===== config.mk =====
export PLATFORM = sky130hd
export DESIGN_NAME = telnet_com_port_stream_parser
export DESIGN_NICKNAME = d
export VERILOG_FILES = /design/src/rtl/tcps_pkg.sv /design/src/rtl/tcps_front.sv /design/src/rtl/tcps_queue.sv /design/src/rtl/tcps_back.sv /design/src/rtl/telnet_com_port_stream_parser.sv
export SDC_FILE = /design/constraint.sdc
export NUM_CORES = 1
export LEC_CHECK = 0
export ABC_AREA = 1
export BUFFER_PORTS_ARGS = -buffer_cell sky130_fd_sc_hd__buf_2
export CORE_MARGIN = 2
export CORE_UTILIZATION = 62
export CTS_CLUSTER_DIAMETER = 30
export DETAILED_ROUTE_END_ITERATION = 8
export HOLD_SLACK_MARGIN = 0.03
export PLACE_DENSITY_LB_ADDON = 0.05
export SYNTH_ARGS = -nofsm -noshare
export SYNTH_HDL_FRONTEND = slang
export SYNTH_HIERARCHICAL = 1
export SYNTH_SLANG_ARGS = --single-unit

===== constraint.sdc =====
create_clock -name aclk -period 4.78 [get_ports aclk]
set_input_delay 0.239 -clock aclk [delete_from_list [all_inputs] [get_ports aclk]]
set_output_delay 0.239 -clock aclk [all_outputs]
set_load 0.02 [all_outputs]

===== src/rtl/tcps_pkg.sv =====
// ----------------------------------------------------------------------------
// tcps_pkg
// Shared types, byte codes and option table for the telnet com-port parser.
// ----------------------------------------------------------------------------
package tcps_pkg;

    localparam int SUB_DEPTH_DEFAULT = 16;
    localparam int NUM_BUF           = 6;
    localparam int NUM_ENTRIES       = 7;
    localparam int QUEUE_DEPTH       = 4;

    localparam logic [7:0] B_IAC     = 8'hff;
    localparam logic [7:0] B_SB      = 8'hfa;
    localparam logic [7:0] B_SE      = 8'hf0;
    localparam logic [7:0] B_WILL    = 8'hfb;
    localparam logic [7:0] B_WONT    = 8'hfc;
    localparam logic [7:0] B_DO      = 8'hfd;
    localparam logic [7:0] B_DONT    = 8'hfe;
    localparam logic [7:0] B_COMPORT = 8'h2c;

    localparam logic [7:0] CMD_BAUD    = 8'h01;
    localparam logic [7:0] CMD_DATA    = 8'h02;
    localparam logic [7:0] CMD_PARITY  = 8'h03;
    localparam logic [7:0] CMD_STOP    = 8'h04;
    localparam logic [7:0] CMD_CONTROL = 8'h05;
    localparam logic [7:0] CMD_NOTIFY  = 8'h06;
    localparam logic [7:0] CMD_MASK    = 8'h07;
    localparam logic [7:0] CMD_PURGE   = 8'h0c;

    localparam logic [7:0] RPL_BAUD    = 8'h65;
    localparam logic [7:0] RPL_CONTROL = 8'h69;
    localparam logic [7:0] RPL_PURGE   = 8'h70;
    localparam logic [7:0] RPL_BASE    = 8'h64;

    localparam logic [1:0] OUT_DATA  = 2'd0;
    localparam logic [1:0] OUT_REPLY = 2'd1;
    localparam logic [1:0] OUT_EVENT = 2'd2;

    localparam logic [2:0] EV_NONE    = 3'd0;
    localparam logic [2:0] EV_CAPABLE = 3'd1;
    localparam logic [2:0] EV_BAUD    = 3'd2;
    localparam logic [2:0] EV_CONTROL = 3'd3;
    localparam logic [2:0] EV_PURGE   = 3'd4;

    localparam logic [1:0] ST_REQ    = 2'd0;
    localparam logic [1:0] ST_ACT    = 2'd1;
    localparam logic [1:0] ST_INACT  = 2'd2;
    localparam logic [1:0] ST_REALLY = 2'd3;

    localparam logic [7:0] ENT_OPT [NUM_ENTRIES] =
        '{8'h01, 8'h03, 8'h03, 8'h00, 8'h00, B_COMPORT, B_COMPORT};
    localparam logic [1:0] ENT_INIT [NUM_ENTRIES] =
        '{ST_REQ, ST_REQ, ST_INACT, ST_INACT, ST_REQ, ST_REQ, ST_INACT};
    localparam logic [7:0] ENT_YES_SEND [NUM_ENTRIES] =
        '{B_WILL, B_WILL, B_DO, B_WILL, B_DO, B_WILL, B_DO};
    localparam logic [7:0] ENT_NO_SEND [NUM_ENTRIES] =
        '{B_WONT, B_WONT, B_DONT, B_WONT, B_DONT, B_WONT, B_DONT};
    localparam logic [7:0] ENT_YES_ACK [NUM_ENTRIES] =
        '{B_DO, B_DO, B_WILL, B_DO, B_WILL, B_DO, B_WILL};
    localparam logic [7:0] ENT_NO_ACK [NUM_ENTRIES] =
        '{B_DONT, B_DONT, B_WONT, B_DONT, B_WONT, B_DONT, B_WONT};
    localparam logic ENT_COMPORT [NUM_ENTRIES] =
        '{1'b0, 1'b0, 1'b0, 1'b0, 1'b0, 1'b1, 1'b1};

    typedef enum logic [1:0] {
        MODE_NORMAL,
        MODE_IAC,
        MODE_NEG
    } mode_t;

    typedef enum logic [1:0] {
        JOB_DATA,
        JOB_NEG,
        JOB_SUB
    } job_kind_t;

    typedef enum logic [1:0] {
        SUB_BAUD,
        SUB_CTRL,
        SUB_PURGE,
        SUB_OTHER
    } sub_kind_t;

    typedef enum logic [2:0] {
        BK_SERIAL,
        BK_OPT,
        BK_CAP,
        BK_EV,
        BK_HDR,
        BK_DATA,
        BK_TAIL
    } back_state_t;

    typedef struct packed {
        job_kind_t       kind;
        sub_kind_t       sub;
        logic [7:0]      b0;
        logic [7:0]      verb;
        logic            send3;
        logic            cap_ev;
        logic [3:0][7:0] data;
    } job_t;

    typedef struct packed {
        logic       op;
        logic [7:0] in_byte;
    } in_t;

    typedef struct packed {
        logic [1:0]  out_kind;
        logic [7:0]  out_byte;
        logic [2:0]  event_code;
        logic [31:0] event_value;
        logic        last;
    } out_t;

endpackage


===== src/rtl/tcps_front.sv =====
// ----------------------------------------------------------------------------
// tcps_front
// Parses the telnet byte stream, keeps session state and issues jobs.
// ----------------------------------------------------------------------------
module tcps_front #(
    parameter int SUB_DEPTH = tcps_pkg::SUB_DEPTH_DEFAULT
) (
    input  logic           aclk,
    input  logic           aresetn,
    input  logic           s_valid,
    output logic           s_ready,
    input  tcps_pkg::in_t  s_data,
    input  logic           q_full,
    output logic           push,
    output tcps_pkg::job_t job
);

    localparam int CNT_W = $clog2(SUB_DEPTH + 1);

    tcps_pkg::mode_t mode_reg, mode_next;
    logic            coll_reg, coll_next;
    logic [7:0]      verb_reg, verb_next;
    logic [7:0]      buf_reg [tcps_pkg::NUM_BUF];
    logic [7:0]      buf_next [tcps_pkg::NUM_BUF];
    logic [CNT_W-1:0] cnt_reg, cnt_next;
    logic [1:0]      st_reg [tcps_pkg::NUM_ENTRIES];
    logic [1:0]      st_next [tcps_pkg::NUM_ENTRIES];
    logic            cap_reg, cap_next;

    logic       acc;
    logic [7:0] c;
    logic       take;
    logic       known;
    logic       snd;
    logic [7:0] sv;
    logic       trig;

    assign s_ready = !q_full;
    assign acc     = s_valid && s_ready;
    assign c       = s_data.in_byte;

    always_comb begin
        mode_next = mode_reg;
        coll_next = coll_reg;
        verb_next = verb_reg;
        buf_next  = buf_reg;
        cnt_next  = cnt_reg;
        st_next   = st_reg;
        cap_next  = cap_reg;
        push      = 1'b0;
        job       = '0;
        take      = 1'b0;
        known     = 1'b0;
        snd       = 1'b0;
        sv        = '0;
        trig      = 1'b0;
        if (acc) begin
            if (s_data.op) begin
                mode_next = tcps_pkg::MODE_NORMAL;
                coll_next = 1'b0;
                cnt_next  = '0;
                cap_next  = 1'b0;
                for (int i = 0; i < tcps_pkg::NUM_ENTRIES; i++) begin
                    st_next[i] = tcps_pkg::ENT_INIT[i];
                end
            end else begin
                unique case (mode_reg)
                    tcps_pkg::MODE_IAC: begin
                        mode_next = tcps_pkg::MODE_NORMAL;
                        if (c == tcps_pkg::B_IAC) begin
                            take = 1'b1;
                        end else if (c == tcps_pkg::B_SB) begin
                            cnt_next  = '0;
                            coll_next = 1'b1;
                        end else if (c == tcps_pkg::B_SE) begin
                            cnt_next  = '0;
                            coll_next = 1'b0;
                            job.kind  = tcps_pkg::JOB_SUB;
                            job.data[0] = buf_reg[2];
                            job.data[1] = buf_reg[3];
                            job.data[2] = buf_reg[4];
                            job.data[3] = buf_reg[5];
                            if (buf_reg[0] == tcps_pkg::B_COMPORT) begin
                                priority if (buf_reg[1] == tcps_pkg::CMD_BAUD) begin
                                    job.sub = tcps_pkg::SUB_BAUD;
                                    job.b0  = tcps_pkg::RPL_BAUD;
                                    push    = 1'b1;
                                end else if (buf_reg[1] == tcps_pkg::CMD_CONTROL) begin
                                    job.sub = tcps_pkg::SUB_CTRL;
                                    job.b0  = tcps_pkg::RPL_CONTROL;
                                    push    = 1'b1;
                                end else if (buf_reg[1] == tcps_pkg::CMD_PURGE) begin
                                    job.sub = tcps_pkg::SUB_PURGE;
                                    job.b0  = tcps_pkg::RPL_PURGE;
                                    push    = 1'b1;
                                end else if (buf_reg[1] == tcps_pkg::CMD_DATA
                                        || buf_reg[1] == tcps_pkg::CMD_PARITY
                                        || buf_reg[1] == tcps_pkg::CMD_STOP
                                        || buf_reg[1] == tcps_pkg::CMD_NOTIFY
                                        || buf_reg[1] == tcps_pkg::CMD_MASK) begin
                                    job.sub = tcps_pkg::SUB_OTHER;
                                    job.b0  = tcps_pkg::RPL_BASE + buf_reg[1];
                                    push    = 1'b1;
                                end else begin
                                    push    = 1'b0;
                                end
                            end
                        end else if (c == tcps_pkg::B_WILL || c == tcps_pkg::B_WONT
                                || c == tcps_pkg::B_DO || c == tcps_pkg::B_DONT) begin
                            verb_next = c;
                            mode_next = tcps_pkg::MODE_NEG;
                        end
                    end
                    tcps_pkg::MODE_NEG: begin
                        mode_next = tcps_pkg::MODE_NORMAL;
                        for (int i = 0; i < tcps_pkg::NUM_ENTRIES; i++) begin
                            if (tcps_pkg::ENT_OPT[i] == c) begin
                                known = 1'b1;
                                if (verb_reg == tcps_pkg::ENT_YES_ACK[i]) begin
                                    if (st_reg[i] == tcps_pkg::ST_REQ) begin
                                        st_next[i] = tcps_pkg::ST_ACT;
                                        if (tcps_pkg::ENT_COMPORT[i]) trig = 1'b1;
                                    end else if (st_reg[i] == tcps_pkg::ST_INACT) begin
                                        st_next[i] = tcps_pkg::ST_ACT;
                                        if (tcps_pkg::ENT_COMPORT[i]) begin
                                            snd  = 1'b1;
                                            sv   = tcps_pkg::ENT_YES_SEND[i];
                                            trig = 1'b1;
                                        end
                                    end else if (st_reg[i] == tcps_pkg::ST_REALLY) begin
                                        if (tcps_pkg::ENT_COMPORT[i]) begin
                                            snd = 1'b1;
                                            sv  = tcps_pkg::ENT_NO_SEND[i];
                                        end
                                    end
                                end else if (verb_reg == tcps_pkg::ENT_NO_ACK[i]) begin
                                    if (st_reg[i] == tcps_pkg::ST_REQ) begin
                                        st_next[i] = tcps_pkg::ST_INACT;
                                    end else if (st_reg[i] == tcps_pkg::ST_ACT) begin
                                        st_next[i] = tcps_pkg::ST_INACT;
                                        if (tcps_pkg::ENT_COMPORT[i]) begin
                                            snd = 1'b1;
                                            sv  = tcps_pkg::ENT_NO_SEND[i];
                                        end
                                    end
                                end
                            end
                        end
                        if (!known) begin
                            if (verb_reg == tcps_pkg::B_WILL) begin
                                snd = 1'b1;
                                sv  = tcps_pkg::B_DONT;
                            end else if (verb_reg == tcps_pkg::B_DO) begin
                                snd = 1'b1;
                                sv  = tcps_pkg::B_WONT;
                            end
                        end
                        cap_next   = cap_reg | trig;
                        job.kind   = tcps_pkg::JOB_NEG;
                        job.b0     = c;
                        job.verb   = sv;
                        job.send3  = snd;
                        job.cap_ev = trig && !cap_reg;
                        push       = snd || (trig && !cap_reg);
                    end
                    default: begin
                        mode_next = tcps_pkg::MODE_NORMAL;
                        if (c == tcps_pkg::B_IAC) begin
                            mode_next = tcps_pkg::MODE_IAC;
                        end else begin
                            take = 1'b1;
                        end
                    end
                endcase
                if (take) begin
                    if (coll_reg) begin
                        if (cnt_reg < CNT_W'(SUB_DEPTH)) begin
                            for (int i = 0; i < tcps_pkg::NUM_BUF; i++) begin
                                if (cnt_reg == CNT_W'(i)) buf_next[i] = c;
                            end
                            cnt_next = cnt_reg + 1'b1;
                        end else begin
                            coll_next = 1'b0;
                            cnt_next  = '0;
                        end
                    end else begin
                        job.kind = tcps_pkg::JOB_DATA;
                        job.b0   = c;
                        push     = 1'b1;
                    end
                end
            end
        end
    end

    always_ff @(posedge aclk) begin
        if (!aresetn) begin
            mode_reg <= tcps_pkg::MODE_NORMAL;
            coll_reg <= 1'b0;
            cnt_reg  <= '0;
            cap_reg  <= 1'b0;
            verb_reg <= '0;
            for (int i = 0; i < tcps_pkg::NUM_BUF; i++) begin
                buf_reg[i] <= '0;
            end
            for (int i = 0; i < tcps_pkg::NUM_ENTRIES; i++) begin
                st_reg[i] <= tcps_pkg::ENT_INIT[i];
            end
        end else begin
            mode_reg <= mode_next;
            coll_reg <= coll_next;
            cnt_reg  <= cnt_next;
            cap_reg  <= cap_next;
            st_reg   <= st_next;
            buf_reg  <= buf_next;
            verb_reg <= verb_next;
        end
    end

endmodule


===== src/rtl/tcps_queue.sv =====
// ----------------------------------------------------------------------------
// tcps_queue
// Small first-in first-out job queue between parser and reply sequencer.
// ----------------------------------------------------------------------------
module tcps_queue (
    input  logic           aclk,
    input  logic           aresetn,
    input  logic           push,
    input  tcps_pkg::job_t wr_job,
    output logic           full,
    input  logic           pop,
    output logic           head_valid,
    output tcps_pkg::job_t head
);

    localparam int AW = $clog2(tcps_pkg::QUEUE_DEPTH);
    localparam int CW = $clog2(tcps_pkg::QUEUE_DEPTH + 1);

    tcps_pkg::job_t mem_reg [tcps_pkg::QUEUE_DEPTH];
    logic [AW-1:0]  wr_reg, wr_next;
    logic [AW-1:0]  rd_reg, rd_next;
    logic [CW-1:0]  cnt_reg, cnt_next;

    assign full       = (cnt_reg == CW'(tcps_pkg::QUEUE_DEPTH));
    assign head_valid = (cnt_reg != '0);
    assign head       = mem_reg[rd_reg];

    always_comb begin
        wr_next  = push ? wr_reg + 1'b1 : wr_reg;
        rd_next  = pop ? rd_reg + 1'b1 : rd_reg;
        cnt_next = cnt_reg + CW'(push) - CW'(pop);
    end

    always_ff @(posedge aclk) begin
        if (push) begin
            mem_reg[wr_reg] <= wr_job;
        end
        if (!aresetn) begin
            wr_reg  <= '0;
            rd_reg  <= '0;
            cnt_reg <= '0;
        end else begin
            wr_reg  <= wr_next;
            rd_reg  <= rd_next;
            cnt_reg <= cnt_next;
        end
    end

endmodule


===== src/rtl/tcps_back.sv =====
// ----------------------------------------------------------------------------
// tcps_back
// Expands queued jobs into result beats, one per cycle while m_ready is high.
// ----------------------------------------------------------------------------
module tcps_back (
    input  logic           aclk,
    input  logic           aresetn,
    input  logic           head_valid,
    input  tcps_pkg::job_t head,
    output logic           pop,
    output logic           m_valid,
    input  logic           m_ready,
    output tcps_pkg::out_t m_data
);

    tcps_pkg::back_state_t st_reg, st_next, cs, ns;
    tcps_pkg::job_t        job_reg, cj;
    logic                  busy_reg, busy_next;
    logic [1:0]            cnt_reg, cc, nc;
    logic                  esc_reg, ce, ne;
    logic                  sec_reg, c2, n2;
    logic                  mv_reg, mv_next;
    tcps_pkg::out_t        md_reg, beat;
    logic [7:0]            d;
    logic [1:0]            dlast;
    logic                  adv;

    always_comb begin
        if (busy_reg) begin
            cj = job_reg;
            cs = st_reg;
            cc = cnt_reg;
            ce = esc_reg;
            c2 = sec_reg;
        end else begin
            cj = head;
            cc = '0;
            ce = 1'b0;
            c2 = 1'b0;
            unique case (head.kind)
                tcps_pkg::JOB_NEG: cs = head.send3 ? tcps_pkg::BK_OPT : tcps_pkg::BK_CAP;
                tcps_pkg::JOB_SUB: cs = (head.sub == tcps_pkg::SUB_BAUD
                                      || head.sub == tcps_pkg::SUB_CTRL)
                                      ? tcps_pkg::BK_EV : tcps_pkg::BK_HDR;
                default:           cs = tcps_pkg::BK_SERIAL;
            endcase
        end
    end

    assign d     = cj.data[cc];
    assign dlast = (cj.sub == tcps_pkg::SUB_BAUD) ? 2'd3 : 2'd0;

    always_comb begin
        ns = cs;
        nc = cc;
        ne = ce;
        n2 = c2;
        unique case (cs)
            tcps_pkg::BK_OPT: begin
                if (cc == 2'd2) begin
                    ns = tcps_pkg::BK_CAP;
                    nc = '0;
                end else begin
                    nc = cc + 1'b1;
                end
            end
            tcps_pkg::BK_EV: begin
                ns = tcps_pkg::BK_HDR;
                nc = '0;
                if (cj.sub == tcps_pkg::SUB_PURGE) n2 = 1'b1;
            end
            tcps_pkg::BK_HDR: begin
                if (cc == 2'd3) begin
                    ns = tcps_pkg::BK_DATA;
                    nc = '0;
                end else begin
                    nc = cc + 1'b1;
                end
            end
            tcps_pkg::BK_DATA: begin
                if (d == tcps_pkg::B_IAC && !ce) begin
                    ne = 1'b1;
                end else begin
                    ne = 1'b0;
                    if (cc == dlast) begin
                        ns = tcps_pkg::BK_TAIL;
                        nc = '0;
                    end else begin
                        nc = cc + 1'b1;
                    end
                end
            end
            tcps_pkg::BK_TAIL: begin
                if (cc == 2'd0) begin
                    nc = 2'd1;
                end else begin
                    ns = tcps_pkg::BK_EV;
                    nc = '0;
                end
            end
            default: begin
                ns = cs;
            end
        endcase
    end

    always_comb begin
        beat = '0;
        unique case (cs)
            tcps_pkg::BK_OPT: begin
                beat.out_kind = tcps_pkg::OUT_REPLY;
                beat.out_byte = (cc == 2'd0) ? tcps_pkg::B_IAC
                              : (cc == 2'd1) ? cj.verb : cj.b0;
                beat.last     = (cc == 2'd2) && !cj.cap_ev;
            end
            tcps_pkg::BK_CAP: begin
                beat.out_kind   = tcps_pkg::OUT_EVENT;
                beat.event_code = tcps_pkg::EV_CAPABLE;
                beat.last       = 1'b1;
            end
            tcps_pkg::BK_EV: begin
                beat.out_kind = tcps_pkg::OUT_EVENT;
                if (cj.sub == tcps_pkg::SUB_BAUD) begin
                    beat.event_code  = tcps_pkg::EV_BAUD;
                    beat.event_value = {cj.data[0], cj.data[1], cj.data[2], cj.data[3]};
                end else begin
                    beat.event_code  = (cj.sub == tcps_pkg::SUB_PURGE)
                                     ? tcps_pkg::EV_PURGE : tcps_pkg::EV_CONTROL;
                    beat.event_value = {24'd0, cj.data[0]};
                end
            end
            tcps_pkg::BK_HDR: begin
                beat.out_kind = tcps_pkg::OUT_REPLY;
                unique case (cc)
                    2'd0:    beat.out_byte = tcps_pkg::B_IAC;
                    2'd1:    beat.out_byte = tcps_pkg::B_SB;
                    2'd2:    beat.out_byte = tcps_pkg::B_COMPORT;
                    default: beat.out_byte = cj.b0;
                endcase
            end
            tcps_pkg::BK_DATA: begin
                beat.out_kind = tcps_pkg::OUT_REPLY;
                beat.out_byte = (d == tcps_pkg::B_IAC && !ce) ? tcps_pkg::B_IAC : d;
            end
            tcps_pkg::BK_TAIL: begin
                beat.out_kind = tcps_pkg::OUT_REPLY;
                beat.out_byte = (cc == 2'd0) ? tcps_pkg::B_IAC : tcps_pkg::B_SE;
                beat.last     = (cc == 2'd1) && (cj.sub != tcps_pkg::SUB_PURGE || c2);
            end
            default: begin
                beat.out_kind = tcps_pkg::OUT_DATA;
                beat.out_byte = cj.b0;
                beat.last     = 1'b1;
            end
        endcase
    end

    assign adv     = (busy_reg || head_valid) && (!mv_reg || m_ready);
    assign pop     = adv && !busy_reg;
    assign m_valid = mv_reg;
    assign m_data  = md_reg;

    always_comb begin
        busy_next = busy_reg;
        st_next   = st_reg;
        mv_next   = mv_reg && !m_ready;
        if (adv) begin
            mv_next   = 1'b1;
            busy_next = !beat.last;
            st_next   = ns;
        end
    end

    always_ff @(posedge aclk) begin
        if (adv) begin
            md_reg  <= beat;
            job_reg <= cj;
            cnt_reg <= nc;
            esc_reg <= ne;
            sec_reg <= n2;
        end
        if (!aresetn) begin
            busy_reg <= 1'b0;
            mv_reg   <= 1'b0;
            st_reg   <= tcps_pkg::BK_SERIAL;
        end else begin
            busy_reg <= busy_next;
            mv_reg   <= mv_next;
            st_reg   <= st_next;
        end
    end

endmodule


===== src/rtl/telnet_com_port_stream_parser.sv =====
// ----------------------------------------------------------------------------
// telnet_com_port_stream_parser
// Telnet stream parser with option negotiation and com-port replies.
// ----------------------------------------------------------------------------
// One network byte is taken per cycle while the job queue is not full.
// Plain bytes leave as one beat each, one per cycle unless m_ready stalls.
// A telnet command that needs replies expands into up to seventeen beats,
// produced by the reply sequencer at one beat per cycle unless m_ready stalls;
// the four-entry job queue between parser and sequencer sets how long input
// keeps taking bytes as a burst drains, then stalls until an entry frees up.
module telnet_com_port_stream_parser #(
    parameter int SUB_DEPTH = tcps_pkg::SUB_DEPTH_DEFAULT
) (
    input  logic           aclk,
    input  logic           aresetn,
    input  logic           s_valid,
    output logic           s_ready,
    input  tcps_pkg::in_t  s_data,
    output logic           m_valid,
    input  logic           m_ready,
    output tcps_pkg::out_t m_data
);

    logic           q_full;
    logic           push;
    logic           pop;
    logic           head_valid;
    tcps_pkg::job_t wr_job;
    tcps_pkg::job_t head;

    tcps_front #(
        .SUB_DEPTH(SUB_DEPTH)
    ) u_front (
        .aclk    (aclk),
        .aresetn (aresetn),
        .s_valid (s_valid),
        .s_ready (s_ready),
        .s_data  (s_data),
        .q_full  (q_full),
        .push    (push),
        .job     (wr_job)
    );

    tcps_queue u_queue (
        .aclk       (aclk),
        .aresetn    (aresetn),
        .push       (push),
        .wr_job     (wr_job),
        .full       (q_full),
        .pop        (pop),
        .head_valid (head_valid),
        .head       (head)
    );

    tcps_back u_back (
        .aclk       (aclk),
        .aresetn    (aresetn),
        .head_valid (head_valid),
        .head       (head),
        .pop        (pop),
        .m_valid    (m_valid),
        .m_ready    (m_ready),
        .m_data     (m_data)
    );

endmodule


==> out/metrics.yaml, run 1 <==
clock_network:
  cts_sinks: 400
  clock-root-buffer: "clkbuf_16"
  clockBufferDepth: 3
  cts_tree: "done"
  htreeDepth: 3
  post_cts_resized: 0
  cts_buffers: 77
  clk_pin_slew_worst_paths_ns: 0.05
  clock_latency_ns: 0.59
floorplan:
  rows: 62
  dieArea_sq_um: 31000
  start_util: 0.634
  die-width_microns: 176
  core_area_sq_um: 28900
  io_pins: 61
  die_y_microns: 176
timing:
  min_period_ns: 3.53
  final_hold_viol_count: 0
  slew_headroom: 0.401
  rsz0062_at_grt: "no"
  fin_crit_sh: 0.738
  tightest_slew_ns: 0.899
  slew_viol_final: 0
  setup_viol: 0
  max_freq_mhz: 284
  setup_tns_ns: 0
  setup_slack_ns: 1.25
  hold_slack_ns: 0.0589
  finClkSkew_ns: 0.0285
logic_synthesis:
  synth_seq_area_share: 0.610
  synth_cell_types: 52
  synthArstFlopShare: 0
  synth-main-ff-cell: "edfxtp_1"
  synth_cells: 1866
  synth-seq-cells: 400
  syn_avg_cell_area_sq_um: 9.83
  yosysWarningCount: 6
  synth_fp_nets: 1902
  synth_area_sq_um: 18300
  synth_edf_count: 317
global_routing:
  grt_pass1_vias: 12600
  grtUsageTotal: 0.272
  grt_overflow: 0
  grt_first_pass_wirelength_microns: 65900
  grt_use_met2: 0.427
  grt_use_met3: 0.0439
  grt-busiest-layer: "met2"
  grt_util_met1: 0.386
  grt_max_degree: 123
  antenna_found_initial: 0
routing:
  wl_per_cell_microns: 17.1
  via_per_inst: 5.51
  drtIter0Drc: 1393
  drtPass1Iterations: 6
  wl_microns: 41000
  vias: 13200
  drc_errors: 0
  detail-route-antenna-nets: 0
worst_setup_path:
  critPathMaxFanout: 22
  worstPathArrival_ns: 3.77
  cp.required_ns: 5.02
  setup.worst_path.start_class: "flop"
  crit_type: "reg2reg"
  end_kind: "flop"
final_layout:
  layout.nets: 1982
  largest_register_ffs: 216
  multi_input_area_sq_um: 5580
  stdcell_count: 2394
  n_fill_cell: 2065
  fin_area_sq_um: 21400
  ff_latch_area_sq_um: 11200
  syn_to_final_growth_pct: 16.8
  n_antenna_cell: 0
  drive_above_1_share: 0.139
  fin_util: 0.740
pwr:
  clkPwrFrac: 0.367
  max-vdd-ir-drop_uv: 430
  total_power_mw: 14.5
  swShare: 0.367
  seq_power_share: 0.348
  p_switching_mw: 5.31
  p_comb_frac: 0.285
  p_leak_nw: 8.66
  intPower_mw: 9.16
  power.density_nw_per_um2: 676
job:
  cap_violations: 0
placed_design:
  hpwl_microns: 26700
  place_ws_ns: 1.29
  gp_congestion: 0.937
  io_buffers: 60
  place_area_sq_um: 18700
  dp.cells: 2242
run_status:
  status: "completed"
min_path:
  hp-class: "in2reg"
layout make-up:
cell class | count | area share
Sequential cell | 400 | 0.522
Inverter | 261 | 0.0460
Timing Repair Buffer | 81 | 0.0254
Clock buffer | 87 | 0.0936
Multi-Input combinational cell | 1125 | 0.261
Clock inverter | 56 | 0.0296
Tap cell | 384 | 0.0224
cell families after synthesis:
kind of cell / synth area share
buf+inv: 0.0860
simple gates: 0.162
fa+ha+maj: 0.0161
mux: 0.000546
xor+xnor: 0.000955
compound gates: 0.125
flops: 0.610
power by group through the flow:
| stage | clock network [mW] | logic, mW | registers, mW |
|---|---|---|---|
| final | 5.30 | 4.13 | 5.04 |
| after CTS | 5.38 | 4.09 | 5.05 |
| after floorplan | 0 | 2.94 | 5.19 |
| after global placement | 0 | 3.99 | 5.10 |
| after detailed placement | 0 | 4.05 | 5.11 |
| after global routing | 5.55 | 4.60 | 5.12 |
Yosys cell counts, types with 2 or more instances:
cell	number	area [sq um]
a21oi_1	183	916
nand3_2	2	20.0
o21ai_0	125	626
nand2_1	431	1620
inv_1	250	938
buf_6	26	293
nor2_4	9	101
nor3_2	2	20.0
o211ai_1	39	293
clkbuf_1	17	63.8
o31ai_1	2	15.0
nand2_2	7	43.8
nand4_2	2	25.0
o211ai_2	18	225
buf_2	21	105
buf_8	2	30.0
nand4_1	11	68.8
edfxtp_1	317	9520
a21o_1	2	15.0
xor2_1	2	17.5
nand2_4	5	56.3
nor3_1	14	70.1
inv_2	7	26.3
o21ai_1	23	115
dfxtp_1	83	1660
nor2_1	130	488
ha_1	22	275
buf_4	12	90.1
nor2_2	6	37.5
and3_1	2	12.5
nand3_1	72	360
inv_4	2	12.5
critical path, cell delays in order, from the launching register on:
cell and delay [ns]:
dfxtp_1 0.35, inv_1 0.07, ha_1 0.37, inv_1 0.16, nand2_1 0.07, nand4_1 0.15, nand2_4 0.12, nor2_2 0.40
inv_1 0.12, a21oi_1 0.42, nand2_1 0.12, inv_2 0.42, buf_4 0.39
per-layer routing:
metal,vias up,share of wire
li1,6461,-
met1,6166,0.44
met2,488,0.47
met3,77,0.065
met4,0,0.025
met5,-,0
what timing repair did:
action                                 4_1_cts  5_1_grt
endpoints found under the hold margin       10        0
hold buffers                                 9        0
buffers inserted                             0        0
cells in the final DEF (no fill, tap or decap), types with 23 or more instances in the layout:
cell,count
nand3_1,72
o211ai_1,39
o21ai_0,125
inv_1,246
clkbuf_16,77
a21oi_1,183
o21ai_1,23
buf_2,60
edfxtp_1,317
nor2_1,130
dfxtp_1,80
nand2_1,431
path summary, 6_finish.rpt:
| path | from | endpoint | slack, ns | cells past startpoint |
|---|---|---|---|---|
| hold reg to reg | u_front/cap_reg | u_front/cap_reg | 0.46 | 2 |
| setup / recovery | u_front/mode_reg[0] | u_queue/mem_reg[2][21] | 1.25 | 12 |
| setup reg to reg | u_front/mode_reg[0] | u_queue/mem_reg[2][21] | 1.25 | 12 |
| hold / removal | s_data[0] | u_front/buf_reg[40] | 0.06 | 3 |
(Power assumes the default switching activity.)
==> run 2, diff against run 1 <==
==> constraint.sdc (replaced) <==
create_clock -name aclk -period 3.62 [get_ports aclk]
set_input_delay 0.181 -clock aclk [delete_from_list [all_inputs] [get_ports aclk]]
set_output_delay 0.181 -clock aclk [all_outputs]
set_load 0.02 [all_outputs]
==> run 2 against run 1 <==
- total power up 34%
- first-iteration DRC count rose by 9.5%
- sequential cell count did not move
- sequential power grew 31%
- combinational power is 37% higher
- clock skew decreased by 0.0049 ns
- clock power up 34%
- core utilization grew 0.38 points
- worst setup slack got worse by 0.59 ns
- critical path type unchanged
- largest cell class unchanged
- largest power group unchanged
- highest routed layer unchanged
==> out/metrics.yaml, run 2 (synthesized netlist as in run 1, its figures left out) <==
run_status:
  status: "completed"
worst_setup_path:
  crit_type: "reg2reg"
  r2r_end: "u_queue/mem_reg[2][53]"
  cp.required_ns: 3.86  # -1.16 ns
  end_kind: "flop"
  reg2reg_depth: 14  # +2
  setup.worst_path.start_class: "flop"
  crit_start: "u_front/mode_reg[0]"
  critPathMaxFanout: 44  # +100%
  slowest_delay_ns: 0.37  # -0.05 ns
  path_buf_inv: 7  # +2
  cpMostUsedCell: "inv_1"
  cp.depth: 14  # +2
  endpoint: "u_queue/mem_reg[2][53]"
  worstPathArrival_ns: 3.19  # -0.58 ns
  worstReg2RegStart: "u_front/mode_reg[0]"
  worstPathCellList: "inv_1 -> ha_1 -> inv_1 -> nand2_1 -> nand4_1 -> nand2_4 -> nor2_2 -> buf_4 -> inv_1 -> a21oi_1 -> buf_4 -> nand2_1 -> inv_2 -> buf_12"
  reg2reg_slack_ns: 0.67  # -0.59 ns
  critPathTopFamily: "buffers and inverters"
  cpMaxStageDelayCell: "ha_1"
routing:
  drtIter0Drc: 1525  # +9.5%
  via_per_inst: 5.55  # +0.74%
  detail-route-antenna-nets: 0  # unchanged
  drc_errors: 0  # unchanged
  wl_microns: 42700  # +4.2%
  drtPass1Iterations: 7  # +1
  wl_per_cell_microns: 17.8  # +3.9%
  vias: 13300  # +1.0%
global_routing:
  grt_overflow: 0  # unchanged
  grt_first_pass_wirelength_microns: 67200  # +2.0%
  grt_max_degree: 109  # -11%
  antenna_found_initial: 0  # unchanged
  grt_pass1_vias: 12700  # +0.39%
  grtUsageTotal: 0.281  # +0.00912
timing:
  finClkSkew_ns: 0.0235  # -0.00493 ns
  slew_headroom: 0.438  # +0.0375
  min_period_ns: 2.95  # -0.575 ns
  rsz0062_at_grt: "no"
  setup_slack_ns: 0.668  # -0.585 ns
  setup_tns_ns: 0  # unchanged
  final_hold_viol_count: 0  # unchanged
  fin_crit_sh: 0.815  # +0.0777
  slew_viol_final: 0  # unchanged
  tightest_slew_ns: 0.842  # -0.0572 ns
  max_freq_mhz: 339  # +19%
  setup_viol: 0  # unchanged
clock_network:
  clock_latency_ns: 0.58  # about the same
  cts_buffers: 78  # +1.3%
  clockBufferDepth: 3  # unchanged
  cts_tree: "done"
  htreeDepth: 3  # unchanged
  clock-root-buffer: "clkbuf_16"
  clk_pin_slew_worst_paths_ns: 0.04  # about the same
  cts_sinks: 400  # unchanged
  post_cts_buffers: 0  # unchanged
final_layout:
  layout_common_cells: "431 x nand2_1, 317 x edfxtp_1, 244 x inv_1, 183 x a21oi_1, 130 x nor2_1"
  drive_above_1_share: 0.136  # -0.00246
  final_common_cell: "nand2_1"
  n_fill_cell: 1979  # -4.2%
  largest_register_ffs: 216  # unchanged
  syn_to_final_growth_pct: 17.4
  n_antenna_cell: 0  # unchanged
  layout.nets: 1990  # +0.40%
  fin_area_sq_um: 21500  # +0.51%
placed_design:
  io_buffers: 60  # unchanged
  gp_congestion: 0.968  # +3.3%
  place_ws_ns: 0.728  # -0.564 ns
  hpwl_microns: 27400  # +2.7%
  place_area_sq_um: 18800  # +0.52%
pwr:
  power.density_nw_per_um2: 899  # +33%
  p_leak_nw: 8.69  # +0.32%
  total_power_mw: 19.3  # +34%
  max-vdd-ir-drop_uv: 686  # +59%
floorplan:
  dieArea_sq_um: 31000  # unchanged
  io_pins: 61  # unchanged
  start_util: 0.634  # unchanged
  rows: 62  # unchanged
  die-width_microns: 176  # unchanged
  die_y_microns: 176  # unchanged
  core_area_sq_um: 28900  # unchanged
min_path:
  hp-class: "in2reg"
job:
  cap_violations: 0  # unchanged
[run 2: how the worst min path moves through the flow]
stage / startpoint / slack [ns] / endpoint / cells after the start
CTS: s_valid / 0.06 / u_front/cnt_reg[0] / 6
floorplan: aresetn / 0.28 / u_queue/cnt_reg[0] / 2
finish: s_valid / 0.07 / u_front/cnt_reg[0] / 6
detailed placement: u_front/cap_reg / 0.45 / u_front/cap_reg / 2
global route: s_valid / 0.13 / u_front/cnt_reg[0] / 6
global placement: u_queue/rd_reg[1] / 0.44 / flop / 2
[run 2: report_power, final]
part / internal, mW / total, mW / switching, mW
clock: 4.75 / 7.09 / 2.34
combinational: 1.53 / 5.66 / 4.13
sequential: 6.21 / 6.60 / 0.381
[run 2: cell type report]
cell class,instances,area (sq um),area share
clock buffer,94,2080,0.0968
clock inverter,49,557,0.0259
inverter,261,988,0.0459
multi-input combinational,1125,5610,0.261
sequential,400,11200,0.520
tap,384,480,0.0223
timing repair buffer,88,623,0.0289
[run 2: timing repair]
item | 4_1_cts | 5_1_grt
resized for setup | 0 | 0
endpoints found under the setup margin | 0 | 0
hold buffers | 10 | 0
hold endpoints to repair | 18 | 0
[run 2: through the flow]
stage                     instances  hold slack [ns]   util
final                          2401           0.0736  0.744
after global routing           2401            0.126  0.744
after CTS                      2401           0.0595  0.744
after detailed placement       2248            0.448  0.649
after global placement         2248            0.440  0.649
after floorplan                1866            0.279      -
[run 2: metal layers]
layer	track usage	wire length, microns
met1	0.392	19000
met2	0.454	20100
met3	0.0407	2510
met4	0.103	1150
met5	0	0
[run 2: worst min-delay path, stage by stage]
cell and delay (ns):
buf_2 0.09, inv_1 0.08, nor2_4 0.06, nor2_1 0.08
nor2_1 0.05, nor2_1 0.07
==> run 3, diff against run 2 <==
==> constraint.sdc (replaced) <==
create_clock -name aclk -period 3.01 [get_ports aclk]
set_input_delay 0.1505 -clock aclk [delete_from_list [all_inputs] [get_ports aclk]]
set_output_delay 0.1505 -clock aclk [all_outputs]
set_load 0.02 [all_outputs]
==> run 3 against run 2 <==
- sequential power is 19% higher
- cell count increased by 1.5%
- worst setup slack worse by 0.36 ns
- largest power group unchanged
- routed wire length increased by 5.2%
- total power increased by 28%
- clock-buffer cell count increased by 8
- via count grew 2.6%
- largest cell class unchanged
- critical path type unchanged
- highest routed layer unchanged
- critical path depth is 1 higher
- sequential cell count did not move
- combinational power is 26% higher
- register-to-register slack worse by 0.36 ns
==> out/metrics.yaml, run 3 (synthesized netlist as in run 1, its figures left out) <==
run_status:
  status: "completed"
routing:
  vias: 13700  # +2.6%
  via_per_inst: 5.61  # +1.1%
  drc_errors: 0  # unchanged
  wl_per_cell_microns: 18.4  # +3.6%
  drtPass1Iterations: 6  # -1
  detail-route-antenna-nets: 0  # unchanged
  wl_microns: 44900  # +5.2%
  drtIter0Drc: 1335  # -12%
placed_design:
  io_buffers: 60  # unchanged
  hpwl_microns: 28300  # +3.4%
  gp_congestion: 0.953  # -1.5%
timing:
  max_freq_mhz: 370  # +9.1%
  finClkSkew_ns: 0.0225  # -0.00105 ns
  slew_headroom: 0.558  # +0.119
  fin_crit_sh: 0.899  # +0.0838
  min_period_ns: 2.71  # -0.245 ns
  setup_tns_ns: 0  # unchanged
  setup_viol: 0  # unchanged
  final_hold_viol_count: 0  # unchanged
  tightest_slew_ns: 0.661  # -0.180 ns
  rsz0062_at_grt: "no"
  slew_viol_final: 0  # unchanged
pwr:
  p_leak_nw: 8.98  # +3.3%
  power.density_nw_per_um2: 1110  # +24%
  total_power_mw: 24.7  # +28%
  max-vdd-ir-drop_uv: 901  # +31%
floorplan:
  io_pins: 61  # unchanged
  die_y_microns: 176  # unchanged
  dieArea_sq_um: 31000  # unchanged
  die-width_microns: 176  # unchanged
  start_util: 0.634  # unchanged
  core_area_sq_um: 28900  # unchanged
  rows: 62  # unchanged
final_layout:
  n_fill_cell: 1878  # -5.1%
  fin_util: 0.767  # +0.0231
  largest_register_ffs: 216  # unchanged
  multi_input_area_sq_um: 5630  # +0.29%
  syn_to_final_growth_pct: 21.0
  drive_above_1_share: 0.156  # +0.0195
  final_common_cell: "nand2_1"
  n_antenna_cell: 0  # unchanged
  layout_common_cells: "431 x nand2_1, 317 x edfxtp_1, 244 x inv_1, 182 x a21oi_1, 130 x nor2_1"
  layout.nets: 2016  # +1.3%
  ff_latch_area_sq_um: 11200  # unchanged
clock_network:
  clock_latency_ns: 0.60  # +0.02 ns
  clk_pin_slew_worst_paths_ns: 0.04  # about the same
  post_cts_buffers: 0  # unchanged
  cts_sinks: 400  # unchanged
  clock-root-buffer: "clkbuf_16"
  cts_tree: "done"
  cts_buffers: 85  # +9.0%
  htreeDepth: 3  # unchanged
  clockBufferDepth: 3  # unchanged
global_routing:
  grt_pass1_vias: 13400  # +6.0%
  grt_max_degree: 109  # unchanged
  grt_util_met1: 0.403  # +0.0109
  antenna_found_initial: 0  # unchanged
  grt_first_pass_wirelength_microns: 71500  # +6.4%
  grt_overflow: 0  # unchanged
  grtUsageTotal: 0.298  # +0.0177
  grt_use_met3: 0.0448  # +0.00409
  grt-busiest-layer: "met2"
  grt_use_met2: 0.488  # +0.0341
worst_setup_path:
  crit_type: "reg2reg"
  critPathMaxFanout: 51  # +16%
  cpMaxStageDelayCell: "dfxtp_4"
  end_kind: "flop"
  cpMostUsedCell: "nand2_1"
  setup.worst_path.start_class: "flop"
  critPathTopFamily: "simple AND/OR/NAND/NOR gates"
  cp.required_ns: 3.34  # -0.52 ns
  reg2reg_slack_ns: 0.30  # -0.36 ns
  worstPathArrival_ns: 3.04  # -0.15 ns
  path_buf_inv: 2  # -5
  slowest_delay_ns: 0.49  # +0.12 ns
  worstPathCellList: "buf_12 -> buf_12 -> o211ai_2 -> nand2_1 -> nand2_1 -> nand3_1 -> nand2_1 -> nand2_1 -> nand2_1 -> nor2_1 -> nand3_2 -> nand2_1 -> nand2_1 -> a21oi_1 -> nand2_1"
min_path:
  hp-class: "in2reg"
job:
  cap_violations: 0  # unchanged
-- run 3: final timing paths --
check / from / to / cells after the start
worst max-delay path: flop / u_back/cnt_reg[0] / 15
worst min-delay path: s_valid / u_front/cnt_reg[0] / 6
worst max register to register: flop / u_back/cnt_reg[0] / 15
worst min register to register: u_front/buf_reg[14] / u_front/buf_reg[14] / 2
-- run 3: metrics by stage --
stage	area [sq um]	worst slack, ns	instances	hold slack (ns)
finish	22200	0.304	2437	0.0541
global route	22200	0.0645	2437	0.128
CTS	22200	0.266	2437	0.0400
detailed placement	19000	0.286	2266	0.445
global placement	19000	0.336	2266	0.442
floorplan	18400	-0.811	1866	0.248
-- run 3: worst reg2reg max path, delay by kind of cell, from the launching register on --
kind | cells | cell delay (ns)
simple gates | 11 | 1.13
buf+inv | 2 | 0.57
flops | 1 | 0.49
compound gates | 2 | 0.27
-- run 3: area by class of cell --
cell class / count / share of cell area
Sequential cell: 400 / 0.504
Multi-Input combinational cell: 1125 / 0.253
Clock buffer: 102 / 0.106
Inverter: 261 / 0.0452
Timing Repair Buffer: 107 / 0.0374
Clock inverter: 58 / 0.0321
Tap cell: 384 / 0.0216
-- run 3: timing repair --
item / 4_1_cts / 5_1_grt
hold buffers: 11 / 0
hold endpoints to repair: 21 / 0
resized for setup: 0 / 2
endpoints found under the setup margin: 0 / 41
-- run 3: report_power, final --
group          total, mW  internal, mW  switching [mW]
Sequential          7.86          7.47           0.386
Clock               9.75          6.59            3.16
Combinational       7.14          1.94            5.20
Total               24.7          16.0            8.75
-- run 3: routing by layer --
metal / wire [microns] / vias to the layer above
met1: 19200 / 6463
li1: - / 6542
met3: 2930 / 104
met2: 21400 / 567
met5: 0 / -
met4: 1480 / 0
